$ cat config.mk
export PLATFORM = sky130hd
export DESIGN_NAME = spear_front_flat
export DESIGN_NICKNAME = d
export VERILOG_FILES = /design/src/rtl/spearman_rank_correlation_core_defines.svh /design/src/rtl/spear_pkg.sv /design/src/rtl/spear_ifs.sv /design/src/rtl/spear_front.sv /design/src/flat_wrapper.sv
export SDC_FILE = /design/constraint.sdc
export NUM_CORES = 1
export LEC_CHECK = 0
export BUFFER_PORTS_ARGS = -buffer_cell sky130_fd_sc_hd__buf_2
export CAP_MARGIN = 20
export CORE_UTILIZATION = 40
export DETAILED_ROUTE_END_ITERATION = 10
export HOLD_SLACK_MARGIN = 0.08
export PLACE_DENSITY = 0.77
export SLEW_MARGIN = 20
export SYNTH_ARGS = -nofsm -noshare
export SYNTH_HDL_FRONTEND = slang
export SYNTH_SLANG_ARGS = --single-unit
$ cat constraint.sdc
create_clock -name clk_i -period 2.24 [get_ports clk_i]
set_clock_uncertainty 0.1 [all_clocks]
set_input_delay 0 -clock clk_i [delete_from_list [all_inputs] [get_ports clk_i]]
set_output_delay 0 -clock clk_i [all_outputs]
set_load 0.02 [all_outputs]
$ cat src/rtl/spearman_rank_correlation_core_defines.svh
// Assertion helpers for the Spearman core. Both expect clk_i and rst_ni in scope.
`ifndef SPEARMAN_RANK_CORRELATION_CORE_DEFINES_SVH
`define SPEARMAN_RANK_CORRELATION_CORE_DEFINES_SVH

// Same-cycle implication, disabled while in reset
`define SPEAR_ASSERT(lbl, ante, cons, msg) \
  lbl: assert property (@(posedge clk_i) disable iff (!rst_ni) (ante) |-> (cons)) \
    else $error(msg);

// Next-cycle implication, disabled while in reset
`define SPEAR_ASSERT_NEXT(lbl, ante, cons, msg) \
  lbl: assert property (@(posedge clk_i) disable iff (!rst_ni) (ante) |=> (cons)) \
    else $error(msg);

`endif

$ cat src/rtl/spear_pkg.sv
`default_nettype none
package spear_pkg;

  // Defaults for the top-level parameters
  localparam int unsigned MAX_BINS_DEF  = 4096;
  localparam int unsigned MAX_COUNT_DEF = 1023;

  // Fixed field widths of the bin and result beats
  localparam int unsigned AB_W   = 10;
  localparam int unsigned RHO_W  = 16;
  localparam int unsigned BINS_W = 13;

  // Q2.14 scaling of rho
  localparam int unsigned FRAC_W = 14;
  localparam int          ONE_Q  = 1 << FRAC_W;

  // Depth of the queue between front and back
  localparam int unsigned FIFO_DEPTH = 4;

endpackage
`default_nettype wire

$ cat src/rtl/spear_ifs.sv
`default_nettype none
// Bin channel: one pair of abundances per beat
interface spear_in_if;
  logic                        valid;
  logic                        ready;
  logic [spear_pkg::AB_W-1:0]  abundance_a;
  logic [spear_pkg::AB_W-1:0]  abundance_b;
  logic                        last_bin;

  modport source (output valid, abundance_a, abundance_b, last_bin, input ready);
  modport sink   (input valid, abundance_a, abundance_b, last_bin, output ready);
endinterface

`default_nettype wire

$ cat src/rtl/spear_front.sv
`default_nettype none
module spear_front #(
  parameter int unsigned MAX_BINS  = spear_pkg::MAX_BINS_DEF,
  parameter int unsigned MAX_COUNT = spear_pkg::MAX_COUNT_DEF,
  localparam int unsigned IW       = $clog2(MAX_COUNT + 1),
  localparam int unsigned BEAT_W   = 2 * IW + 2
) (
  input  logic              clk_i,
  input  logic              rst_ni,
  spear_in_if.sink          bin_i,
  input  logic              hold_i,
  input  logic              full_i,
  output logic              push_o,
  output logic [BEAT_W-1:0] beat_o
);

  localparam int unsigned CW = $clog2(MAX_BINS + 1);

  logic [CW-1:0] fc_q, fc_d;
  logic          acc, keep;
  logic [IW-1:0] a_c, b_c;

  assign bin_i.ready = !full_i && !hold_i;
  assign acc         = bin_i.valid && bin_i.ready;
  assign keep        = (32'(fc_q) < MAX_BINS);

  // Saturate abundances to the histogram range
  assign a_c = (32'(bin_i.abundance_a) > MAX_COUNT) ? IW'(MAX_COUNT) : IW'(bin_i.abundance_a);
  assign b_c = (32'(bin_i.abundance_b) > MAX_COUNT) ? IW'(MAX_COUNT) : IW'(bin_i.abundance_b);

  // Queue kept bins and every end mark; drop overflow bins
  assign push_o = acc && (keep || bin_i.last_bin);
  assign beat_o = {a_c, b_c, keep, bin_i.last_bin};

  // Count bins of the current data set
  always_comb begin
    fc_d = fc_q;
    if (acc) begin
      if (bin_i.last_bin) begin
        fc_d = '0;
      end else if (keep) begin
        fc_d = fc_q + 1'b1;
      end
    end
  end

  always_ff @(posedge clk_i or negedge rst_ni) begin
    if (!rst_ni) begin
      fc_q <= '0;
    end else begin
      fc_q <= fc_d;
    end
  end

endmodule
`default_nettype wire

$ cat src/flat_wrapper.sv
// flat-port wrapper written by rule: the top's interface ports become plain ports
module spear_front_flat 
#(
  parameter int unsigned MAX_BINS  = spear_pkg::MAX_BINS_DEF,
  parameter int unsigned MAX_COUNT = spear_pkg::MAX_COUNT_DEF,
  localparam int unsigned IW       = $clog2(MAX_COUNT + 1),
  localparam int unsigned BEAT_W   = 2 * IW + 2
)
  (clk_i, rst_ni, hold_i, full_i, push_o, beat_o, bin_i_valid, bin_i_abundance_a, bin_i_abundance_b, bin_i_last_bin, bin_i_ready);
  spear_in_if bin_i_i ();
  input  logic clk_i;
  input  logic rst_ni;
  input  logic hold_i;
  input  logic full_i;
  output logic push_o;
  output logic [BEAT_W-1:0] beat_o;
  input wire logic [$bits(bin_i_i.valid)-1:0] bin_i_valid;
  input wire logic [$bits(bin_i_i.abundance_a)-1:0] bin_i_abundance_a;
  input wire logic [$bits(bin_i_i.abundance_b)-1:0] bin_i_abundance_b;
  input wire logic [$bits(bin_i_i.last_bin)-1:0] bin_i_last_bin;
  output wire logic [$bits(bin_i_i.ready)-1:0] bin_i_ready;
  assign bin_i_i.valid = bin_i_valid;
  assign bin_i_i.abundance_a = bin_i_abundance_a;
  assign bin_i_i.abundance_b = bin_i_abundance_b;
  assign bin_i_i.last_bin = bin_i_last_bin;
  assign bin_i_ready = bin_i_i.ready;
  spear_front #(.MAX_BINS(MAX_BINS), .MAX_COUNT(MAX_COUNT)) u_core (.clk_i(clk_i), .rst_ni(rst_ni), .bin_i(bin_i_i), .hold_i(hold_i), .full_i(full_i), .push_o(push_o), .beat_o(beat_o));
endmodule
==> results_dict.tcl <==
set metrics [dict create \
    outcome "finished clean" \
    worstHoldPathCells 3 \
    slew_viol_final 0 \
    placement.io_buffers 9 \
    biggestRegsByFlops "u_core.fc_q x13" \
    synth.top_cell.area_share 0.3736 \
    design.die.area_mm2 0.002368 \
    drt-initial-drc-count 18 \
    cts_sinks 13 \
    largest_reg_flops 13 \
    clockBufferDepth 2 \
    nFillCells 189 \
    cp.required_ns 2.34 \
    place_area_um2 780.7 \
    setup_slack_ns 0.6209 \
    grt_pass1_wl_um 2670 \
    critPathCaptureType "flop" \
    tightestPinTransition_ns 0.5613 \
    p_total_uw 541.5 \
    dr_wl_met2_um 965 \
    r2r_end "u_core.fc_q[9]$_DFFE_PN0P_" \
    synth_seq_cells 13 \
    final_area_mm2 0.001049 \
    final_antenna_net_count 0 \
    synth.cell_area_um2 870.8 \
    synth_seq_area_share 0.3736 \
    wl_met3_um 89 \
    drt_pre_antenna_iters 4 \
    grt_max_degree 14 \
    crit_path_start_kind "primary input" \
    slew_headroom 0.6246 \
    period_needed_ns 1.619 \
    syn_area_per_cell_um2 9.167 \
    reg2regPathDepth 4 \
    synth_cell_types 28 \
    via_per_inst 5.176 \
    final_cells 136 \
    r2r_setup_slack_ns 0.67 \
    hp-class "in2reg" \
    grt_usage 0.1437 \
    power_density_mw_per_mm2 516.5 \
    multi_input_area_um2 365.4 \
    fin_tns_setup_ns 0 \
    cp-startpoint "full_i" \
    placed_cells 108 \
    die_y_um 48.66 \
    fp.dieW_um 48.66 \
    synth_cells 95 \
    yosys.area.top_type "dfrtp_1" \
    place.gp.congestion 0.7290 \
    top_layer "met4" \
    synth_top_cells_by_area "dfrtp_1 (37%), buf_4 (19%), and4_1 (3.0%)" \
    hpwlAfterDp_um 1163 \
    utilization 0.5238 \
    r2r-start "u_core.fc_q[2]$_DFFE_PN0P_" \
    worstPathMaxFanout 8 \
    cp_top_family "simple AND/OR/NAND/NOR gates" \
    cts_buffers 3 \
    core_mm2 0.002002 \
    overflow 0 \
    n_antenna_cell 0 \
    routedWlPerCell_um 12.35 \
    cts-resized-gates 0 \
    nets 137 \
    drive_above_1_share 0.1468 \
    crit_type "in2reg" \
    grt_antenna_before_repair 0 \
    drv_cap 0 \
    vias 704 \
    preCtsSetupSlack_ns 0.6875 \
    routedLengthMet1_um 620 \
    fin_crit_sh 0.7228 \
    slowest_delay_ns 0.54 \
    syn_nets 122 \
    setup_viol 0 \
    first_global_vias 667 \
    drc 0 \
    yosysWarnings 0 \
    arrival_ns 1.72 \
    seq_area_um2 325.3 \
    cellLeakagePower_nw 0.4646 \
    start_util 0.4350 \
    path_cells "dlygate4sd3_1, buf_2, nor3b_4, nand4_2, or3_1, a21oi_1" \
    area_growth_syn_to_layout_pct 20.40 \
    crit_buf_inv 2 \
    clock.fmax_ghz 0.6176 \
    hold_ws_ns 0.08614 \
    slowest_stage "dlygate4sd3_1" \
    tritoncts "done" \
    hp-start "hold_i" \
    drt_wl_total_um 1680 \
    grt_setup_unrepaired "false" \
    clock-root-buffer "clkbuf_4" \
    cts-htree-levels 1 \
    ir_worst_vdd_uv 317.5 \
    max_flop_register "u_core.fc_q" \
    io_pins 50 \
    rows 16 \
    hold_end "u_core.fc_q[10]$_DFFE_PN0P_" \
    clk_pin_slew_worst_paths_ns 0.08 \
    clk_latency_ns 0.28 \
    hold_viol 0 \
]
==> report_power, final <==
group	leakage [nW]	total (mW)	switching (mW)	internal [mW]
clock network	0.0177	0.147	0.0812	0.0663
registers	0.175	0.269	0.0173	0.252
logic	0.272	0.125	0.0700	0.0550
total	0.465	0.542	0.168	0.373
==> worst max-delay path by stage <==
stage | endpoint | slack (ns) | depth (start not counted)
4_1_cts | u_core.fc_q[9]$_DFFE_PN0P_ | 0.63 | 6
5_1_grt | u_core.fc_q[9]$_DFFE_PN0P_ | 0.48 | 6
2_1_floorplan | u_core.fc_q[11]$_DFFE_PN0P_ | 0.83 | 4
3_3_place_gp | u_core.fc_q[11]$_DFFE_PN0P_ | 0.78 | 4
6_report | u_core.fc_q[9]$_DFFE_PN0P_ | 0.62 | 6
3_5_place_dp | u_core.fc_q[9]$_DFFE_PN0P_ | 0.69 | 4
==> logic make-up after synthesis <==
logic type	count (synthesis)	share of synthesized area
simple gates	38	0.2773
xor+xnor	5	0.05030
buf+inv	26	0.2069
flops	13	0.3736
compound gates	12	0.07758
fa+ha+maj	1	0.01437
==> routing by layer <==
metal,global-route usage,up-vias
li1,-,337
met2,0.2755,21
met5,0,-
met4,0.02451,0
met1,0.1459,344
met3,0.05660,2
==> final cells by class <==
type,count,area share
multi-input combinational,56,0.3484
sequential,13,0.3103
timing repair buffer,33,0.2721
tap,27,0.03222
clock buffer,3,0.02148
inverter,3,0.01074
clock inverter,1,0.004773
==> worst register-to-register path: stages (launching register included) <==
cell	delay, ns
dfrtp_1	0.42
and4_1	0.31
nand4_2	0.17
or3_1	0.35
a21oi_1	0.15
==> cells in the mapped netlist <==
cell and count:
buf_4 22, dfrtp_1 13, nor2_1 6, a21oi_1 5
o21ai_0 5, nand4_1 4, or3_1 4, and4_1 3
inv_1 3, nand2_1 3, nand3_1 3, xnor2_1 3
and2_1 2, nand2b_1 2, nor2b_1 2, nor3_1 2
xor2_1 2, a21o_1 1, a221o_1 1, and3_1 1
clkbuf_1 1, ha_1 1, nand3_2 1, nand4_2 1
nor3b_4 1, nor4_1 1, or2_0 1, or3b_1 1
==> what timing repair did <==
item / in CTS / in global routing
endpoints found under the hold margin: 36 / 0
buffers inserted: 0 / 0
hold buffers: 24 / 0
setup endpoints to repair: 0 / 0
==> placed cells by master, fill, tap and decap left out, types with 3 or more instances in the layout <==
| cell type | Yosys | final |
|---|---|---|
| buf_2 | 0 | 9 |
| nor2_1 | 6 | 6 |
| clkbuf_4 | 0 | 3 |
| and4_1 | 3 | 3 |
| dfrtp_1 | 13 | 13 |
| a21oi_1 | 5 | 5 |
| nand3_1 | 3 | 3 |
| o21ai_0 | 5 | 5 |
| inv_1 | 3 | 3 |
| dlygate4sd3_1 | 0 | 24 |
| nand4_1 | 4 | 4 |
| xnor2_1 | 3 | 3 |
| nand2_1 | 3 | 3 |
| or3_1 | 4 | 4 |
No activity file was read; power rests on OpenSTA's default activity.
