===== src/rtl/spearman_rank_correlation_core_defines.svh =====
// Assertion helpers for the Spearman core. Both expect clk_i and rst_ni in scope.
`ifndef SPEARMAN_RANK_CORRELATION_CORE_DEFINES_SVH
`define SPEARMAN_RANK_CORRELATION_CORE_DEFINES_SVH

// Same-cycle implication, disabled while in reset
`define SPEAR_ASSERT(lbl, ante, cons, msg) \
  lbl: assert property (@(posedge clk_i) disable iff (!rst_ni) (ante) |-> (cons)) \
    else $error(msg);

// Next-cycle implication, disabled while in reset
`define SPEAR_ASSERT_NEXT(lbl, ante, cons, msg) \
  lbl: assert property (@(posedge clk_i) disable iff (!rst_ni) (ante) |=> (cons)) \
    else $error(msg);

`endif


===== src/rtl/spear_pkg.sv =====
`default_nettype none
package spear_pkg;

  // Defaults for the top-level parameters
  localparam int unsigned MAX_BINS_DEF  = 4096;
  localparam int unsigned MAX_COUNT_DEF = 1023;

  // Fixed field widths of the bin and result beats
  localparam int unsigned AB_W   = 10;
  localparam int unsigned RHO_W  = 16;
  localparam int unsigned BINS_W = 13;

  // Q2.14 scaling of rho
  localparam int unsigned FRAC_W = 14;
  localparam int          ONE_Q  = 1 << FRAC_W;

  // Depth of the queue between front and back
  localparam int unsigned FIFO_DEPTH = 4;

endpackage
`default_nettype wire


===== src/rtl/spear_fifo.sv =====
`default_nettype none
module spear_fifo #(
  parameter int unsigned W     = 2,
  parameter int unsigned DEPTH = spear_pkg::FIFO_DEPTH,
  localparam int unsigned PW   = $clog2(DEPTH),
  localparam int unsigned NW   = $clog2(DEPTH + 1)
) (
  input  logic         clk_i,
  input  logic         rst_ni,
  input  logic         push_i,
  input  logic [W-1:0] data_i,
  output logic         full_o,
  output logic         valid_o,
  output logic [W-1:0] data_o,
  input  logic         pop_i
);

  logic [W-1:0]  mem_q [DEPTH];
  logic [PW-1:0] wptr_q, rptr_q;
  logic [NW-1:0] fill_q;

  assign full_o  = (fill_q == NW'(DEPTH));
  assign valid_o = (fill_q != '0);
  assign data_o  = mem_q[rptr_q];

  // Advance pointers and fill level
  always_ff @(posedge clk_i or negedge rst_ni) begin
    if (!rst_ni) begin
      wptr_q <= '0;
      rptr_q <= '0;
      fill_q <= '0;
    end else begin
      if (push_i) begin
        wptr_q <= (wptr_q == PW'(DEPTH - 1)) ? '0 : wptr_q + 1'b1;
      end
      if (pop_i) begin
        rptr_q <= (rptr_q == PW'(DEPTH - 1)) ? '0 : rptr_q + 1'b1;
      end
      if (push_i && !pop_i) begin
        fill_q <= fill_q + 1'b1;
      end else if (pop_i && !push_i) begin
        fill_q <= fill_q - 1'b1;
      end
    end
  end

  // Hold entries
  always_ff @(posedge clk_i) begin
    if (push_i) begin
      mem_q[wptr_q] <= data_i;
    end
  end

endmodule
`default_nettype wire


===== config.mk =====
export PLATFORM = sky130hd
export DESIGN_NAME = spear_fifo
export DESIGN_NICKNAME = d
export VERILOG_FILES = /design/src/rtl/spearman_rank_correlation_core_defines.svh /design/src/rtl/spear_pkg.sv /design/src/rtl/spear_fifo.sv
export SDC_FILE = /design/constraint.sdc
export NUM_CORES = 1
export LEC_CHECK = 0
export BUFFER_PORTS_ARGS = -buffer_cell sky130_fd_sc_hd__buf_4
export CORE_ASPECT_RATIO = 1.5
export CORE_MARGIN = 5
export CORE_UTILIZATION = 30
export CTS_BUF_LIST = sky130_fd_sc_hd__clkbuf_16
export CTS_CLUSTER_SIZE = 24
export DETAILED_ROUTE_END_ITERATION = 12
export PLACE_DENSITY = 0.46
export SLEW_MARGIN = 10
export SYNTH_ARGS = -nofsm -noshare
export SYNTH_HDL_FRONTEND = slang
export SYNTH_SLANG_ARGS = --single-unit
export TNS_END_PERCENT = 100

===== constraint.sdc =====
create_clock -name clk_i -period 3.4 [get_ports clk_i]
set_input_delay 0.17 -clock clk_i [delete_from_list [all_inputs] [get_ports clk_i]]
set_output_delay 0.17 -clock clk_i [all_outputs]
set_load 0.005 [all_outputs]

==> results of run 1 <==
==> through the flow <==
| stage | util [%] | power [mW] | setup WS, ns | cell area, um^2 |
|---|---|---|---|---|
| floorplan | - | 0.4307 | 2.108 | 706.9 |
| detailed placement | 35.55 | 0.5072 | 1.959 | 803.3 |
| global placement | 35.55 | 0.5114 | 1.953 | 803.3 |
| finish | 39.53 | 0.7274 | 1.837 | 893.4 |
| global route | 39.53 | 0.7880 | 1.758 | 893.4 |
| CTS | 39.53 | 0.7416 | 1.811 | 893.4 |
==> metal layers <==
metal  wire length, um  part of all wire [%]  vias to the layer above  global-route usage [%]
li1                  -                     -                      191                       -
met2               472                    48                        9                   10.62
met5                 0                     0                        -                       0
met1               413                    42                      172                   7.588
met4                49                   5.0                        0                   6.997
met3                53                   5.4                        5                   2.151
==> report_power, final <==
part	total (mW)	internal [mW]	switching, mW	leakage, nW
Combinational	0.199	0.123	0.0767	0.189
Sequential	0.300	0.252	0.0480	0.157
Clock	0.228	0.157	0.0708	0.0409
==> state kept, by name, indices dropped and copies added (netlist names) <==
name / count
wptr_q: 2
mem_q: 8
fill_q: 3
rptr_q: 2
==> cell usage after synthesis <==
cell      number
and2_1         4
dfrtp_1        7
edfxtp_1       8
fa_1           1
ha_1           6
inv_1          5
mux2_2         3
mux4_1         2
nand2_1        1
nand3_1        1
nor2_1         2
nor3b_1        1
o21ai_0        2
or3_1          1
xnor2_1        1
xor2_1         2
==> path summary, 6_finish.rpt <==
kind | startpoint | end | depth (start not counted) | slack [ns]
hold reg to reg | fill_q[2] | fill_q[2] | 1 | 0.48
hold / removal | data_i[1] | mem_q[3][1] | 1 | 0.13
setup / recovery | rptr_q[0] | data_o[1] | 2 | 1.84
min in group asynchronous | rst_ni | wptr_q[0] | 2 | 0.27
max in group asynchronous | rst_ni | wptr_q[1] | 2 | 3.00
setup reg to reg | fill_q[0] | fill_q[2] | 4 | 2.03
==> cell type report <==
type,instances,area [um^2]
fillers,211,1366
flip-flops and latches,15,415.4
multi-input cells,27,272.8
repair buffers,10,77.57
clock buffers,3,75.07
well taps,23,28.78
inverters,5,18.77
clock inverters,1,5.005
==> cell families (layout without fill, tap and decap cells) <==
group,count (synthesis),in the layout
XOR/XNOR,3,3
buffers and inverters,5,19
AND/OR/NAND/NOR,10,10
multiplexers,5,5
AO/OA/AOI/OAI,2,2
flip-flops,15,15
adder cells (fa/ha/maj),7,7
==> repair_timing <==
action / 4_1_cts / 5_1_grt
endpoints found under the setup margin: 0 / 0
hold buffers: 1 / 0
endpoints found under the hold margin: 7 / 0
==> flow_summary.yaml, run 1 <==
final_layout:
  drive_gt1_share_pct: 26.23
  antenna_cells: 0
  final_common_cell: "buf_4"
  finalNetCount: 75
  final_cell_mix: "buf_4, edfxtp_1, dfrtp_1, ha_1, inv_1"
  syn2layout_area_growth_pct: 26.37
  instances_no_fill: 84
logic_synthesis:
  post_synth.cell_area_avg_um2: 15.04
  ys_seq_elements: 15
  ys_types: 16
  yosys.area_share.adder_pct: 13.45
  yosys.area_share.simple_pct: 7.788
  ys_warn_count: 0
  synth-compound-area-share_pct: 1.416
  yosysSeqAreaShare_pct: 58.76
  synth_top_cell_by_area: "edfxtp_1"
  synth_top_area_share_pct: 33.98
  synthMuxAreaShare_pct: 12.21
  synth_top_family_by_area: "adder cells"
  syn_inst: 47
  syn-num-nets: 60
  yosys.area_share.xor_xnor_pct: 3.717
  synth_area_um2: 706.9
  yosys-top-cells-area: "edfxtp_1, dfrtp_1, ha_1"
worst_setup_path:
  slowest_stage: "mux4_1"
  start_kind: "register"
  cp_data_arrival_time_ns: 1.39
  cp_cell_sequence: "mux4_1, buf_4"
  cp_num_buf_inv: 1
  worstPathMaxFanout: 5
  required_ns: 3.23
  critPathTopFamily: "multiplexers"
  cp-end-kind: "output pin"
  path_class: "reg2out"
  slowest_delay_ns: 0.57
clocking:
  cts_tree: "yes"
  htree_levels: 1
  numClockSinks: 15
  clk_pin_slew_ns: 0.05
  cts-buffers-inserted: 3
  insertion_delay_ns: 0.25
  clk_path_buf_depth: 2
  postCtsResizedCells: 0
  cts_root_buffer: "clkbuf_16"
  cts_setup_buffers: 0
sta:
  tightest_slew_ns: 0.1892
  fin_setup_tns_ns: 0
  fin_hold_ws_ns: 0.1266
  rsz0062_at_grt: "no"
  maxSlewHeadroom_pct: 87.39
  period_minus_slack_ns: 1.563
  post-route-period-util_pct: 45.97
  drv_slew: 0
  max_freq_mhz: 639.7
  finalHoldViolCount: 0
  skew_ns: 0.003378
  setup_viol: 0
placement:
  portBuffers: 9
  gp_congestion: 0.6478
  dp_cells: 79
grt:
  grt_pass1_vias: 401
  grt_pass1_wl_um: 1814
  grt_max_degree: 10
  overflow: 0
  grtUsageTotal_pct: 7.137
  antenna_found_initial: 0
floorplan:
  rows: 21
  die_y_um: 69.46
  io_pins: 10
  die-area_um2: 3447
  die_width_um: 49.64
  core_um2: 2260
  start_util_pct: 31.28
drt:
  drt_iter0_markers: 7
  wl_per_cell_um: 11.76
  vias: 377
  drt-pass1-iter-count: 2
  viasPerCell: 4.488
  finalWirelength_um: 988
  ant_nets: 0
  drcViolationCount: 0
power:
  ir_drop_uv: 347.1
  p_per_area_nw_per_um2: 814.2
  power.leakage_nw: 0.3862
run:
  cap_violations: 0
worst_hold_path:
  min_path_type: "in2reg"
outcome:
  status: "finished clean"
(Power assumes the default switching activity.)
==> inputs of run 2 (changes only) <==
--- a/config.mk
+++ b/config.mk
@@ -5,6 +5,7 @@
 export SDC_FILE = /design/constraint.sdc
 export NUM_CORES = 1
 export LEC_CHECK = 0
+export ABC_AREA = 1
 export BUFFER_PORTS_ARGS = -buffer_cell sky130_fd_sc_hd__buf_4
 export CORE_ASPECT_RATIO = 1.5
 export CORE_MARGIN = 5
==> constraint.sdc (replaced) <==
create_clock -name clk_i -period 1.5 [get_ports clk_i]
set_input_delay 0.075 -clock clk_i [delete_from_list [all_inputs] [get_ports clk_i]]
set_output_delay 0.075 -clock clk_i [all_outputs]
set_load 0.005 [all_outputs]
==> run 2 against run 1 <==
Largest cell class unchanged; combinational power grew to 2.7 times the previous value; die area grew 3.9%; global-route usage rose by 0.33 points; design area rose by 3.8%; final cell count up 35%; critical endpoint is now fill_q[2]; synthesized area up 4.8%; non-clock buffer count stayed put; routed wire length up 11%.
==> flow_summary.yaml, run 2 <==
worst_hold_path:
  min_path_cells: 1
  min_path_type: "in2reg"
  hold_end: "mem_q[2][1]"
  min_from: "data_i[1]"
worst_setup_path:
  r2r_slack_ns: 0.24
  cp_data_arrival_time_ns: 1.39
  start_kind: "register"
  r2r_start: "fill_q[0]"
  cp-end-kind: "register"
  worstPathMaxFanout: 4
  required_ns: 1.63
  r2r_cells: 5
  reg2reg_to: "fill_q[2]"
  path_class: "reg2reg"
power:
  total_power_mw: 1.701
  power.leakage_nw: 0.4732
  ir_drop_uv: 751.4
  p_per_area_nw_per_um2: 1835
sta:
  maxSlewHeadroom_pct: 88.41
  layout_setup_ws_ns: 0.2357
  finalHoldViolCount: 0
  post-route-period-util_pct: 84.28
  tightest_slew_ns: 0.1724
  drv_slew: 0
  fin_setup_tns_ns: 0
  max_freq_mhz: 791.0
  fin_hold_ws_ns: 0.04100
  setup_viol: 0
  rsz0062_at_grt: "no"
  skew_ns: 0.002879
  period_minus_slack_ns: 1.264
logic_synthesis:
  synth_top_area_share_pct: 32.43
  yosys-top-cells-area: "edfxtp_1, dfrtp_1, nand2_1"
  syn_inst: 75
  yosysSeqAreaShare_pct: 56.08
  yosys.area_share.xor_xnor_pct: 1.182
  synth_common_cells: "nand2_1, inv_1, edfxtp_1"
  ys_seq_elements: 15
  synth_most_common_cell: "nand2_1"
  synth_flop_cell: "edfxtp_1"
  ys_types: 16
  synth_area_um2: 740.7
  synth_top_cell_by_area: "edfxtp_1"
  syn-num-nets: 88
  synthMuxAreaShare_pct: 0
  async_reset_ff_share_pct: 46.67
  ys_warn_count: 0
  synth_edf_count: 8
  synth_top_family_by_area: "simple AND/OR/NAND/NOR gates"
  synth-compound-area-share_pct: 7.432
  post_synth.cell_area_avg_um2: 9.876
  yosys.area_share.simple_pct: 13.85
  yosys.area_share.adder_pct: 12.84
floorplan:
  die_width_um: 50.57
  core_um2: 2422
  die-area_um2: 3583
  rows: 22
  start_util_pct: 30.58
  die_y_um: 70.86
  io_pins: 10
final_layout:
  largest_register: "mem_q"
  reg_top3: "mem_q x8, fill_q x3"
  final_cell_mix: "nand2_1, inv_1, buf_4, edfxtp_1, dfrtp_1"
  final_common_cell: "nand2_1"
  seqCellArea_um2: 415.4
  fill_cells: 245
  largest_register_ffs: 8
  finalNetCount: 103
  syn2layout_area_growth_pct: 25.17
  multiInputGateArea_um2: 261.5
  antenna_cells: 0
  drive_gt1_share_pct: 14.61
drt:
  wl_per_cell_um: 9.673
  ant_nets: 0
  finalWirelength_um: 1093
  viasPerCell: 4.336
  drt-pass1-iter-count: 4
  vias: 490
  drcViolationCount: 0
  drt_iter0_markers: 6
grt:
  grt_pass1_vias: 519
  grt_max_degree: 10
  grtUsageTotal_pct: 7.465
  antenna_found_initial: 0
  overflow: 0
  grt_pass1_wl_um: 2063
clocking:
  insertion_delay_ns: 0.24
  cts-buffers-inserted: 3
  clk_pin_slew_ns: 0.05
  cts_root_buffer: "clkbuf_16"
  clk_path_buf_depth: 2
  cts_tree: "yes"
  numClockSinks: 15
  htree_levels: 1
  postCtsResizedCells: 0
placement:
  hpwl_um: 892.2
  dpl_worst_slack_ns: 0.2357
  portBuffers: 9
  gp_congestion: 0.6478
run:
  cap_violations: 0
outcome:
  status: "finished clean"
run 2: cell count changes after synthesis, moves of 2 or more:
| cell | before | now |
|---|---|---|
| nand2_1 | 1 | 21 |
| inv_1 | 5 | 16 |
| and2_1 | 4 | 0 |
| o211ai_1 | 0 | 4 |
| mux2_2 | 3 | 0 |
| mux4_1 | 2 | 0 |
| xor2_1 | 2 | 0 |
run 2: report_power, final:
group          leakage (nW)  internal [mW]  switching (mW)
clock network        0.0423          0.351           0.141
registers             0.158          0.573           0.108
logic                 0.273          0.251           0.278
run 2: layout make-up:
class / count / share of cell area (%)
multi-input cells: 43 / 28.21
inverters: 17 / 6.883
repair buffers: 10 / 8.367
clock buffers: 3 / 8.097
clock inverters: 1 / 0.4049
well taps: 24 / 3.239
flip-flops and latches: 15 / 44.80
run 2: repair_timing:
action,CTS,global route
hold buffers,1,0
endpoints found under the hold margin,7,0
buffers inserted,0,0
run 2: per-stage QoR:
stage | utilization (%) | instance area [um^2] | std cells
floorplan | - | 740.7 | 75
detailed placement | 34.61 | 838.3 | 108
global route | 38.27 | 927.1 | 113
finish | 38.27 | 927.1 | 113
CTS | 38.27 | 927.1 | 113
global placement | 34.61 | 838.3 | 108
run 2: how the worst max path moves through the flow:
stage,to,slack (ns),depth (start not counted),startpoint
2_1_floorplan,fill_q[2],0.30,5,fill_q[0]
3_3_place_gp,fill_q[2],0.28,5,fill_q[0]
3_5_place_dp,fill_q[2],0.24,5,fill_q[0]
4_1_cts,fill_q[2],0.24,5,fill_q[0]
5_1_grt,fill_q[2],0.12,5,fill_q[0]
6_report,fill_q[2],0.24,5,fill_q[0]
run 2: kinds of logic (layout without fill, tap and decap cells):
family | Yosys count | in the layout
buffers and inverters | 17 | 31
AND/OR/NAND/NOR | 26 | 26
XOR/XNOR | 1 | 1
flip-flops | 15 | 15
adder cells (fa/ha/maj) | 7 | 7
AO/OA/AOI/OAI | 9 | 9
run 2: worst max-delay path, stage by stage (launching register included):
cell	delay, ns
dfrtp_1	0.42
fa_1	0.45
nand2_1	0.10
nand3_1	0.08
nand2_1	0.06
nand2_1	0.04
run 2: per-layer routing:
layer  global-route usage [%]  part of all wire [%]
met1                    7.825                    45
met2                    12.57                    49
met3                    1.895                   3.8
met4                    5.114                   1.7
met5                        0                     0
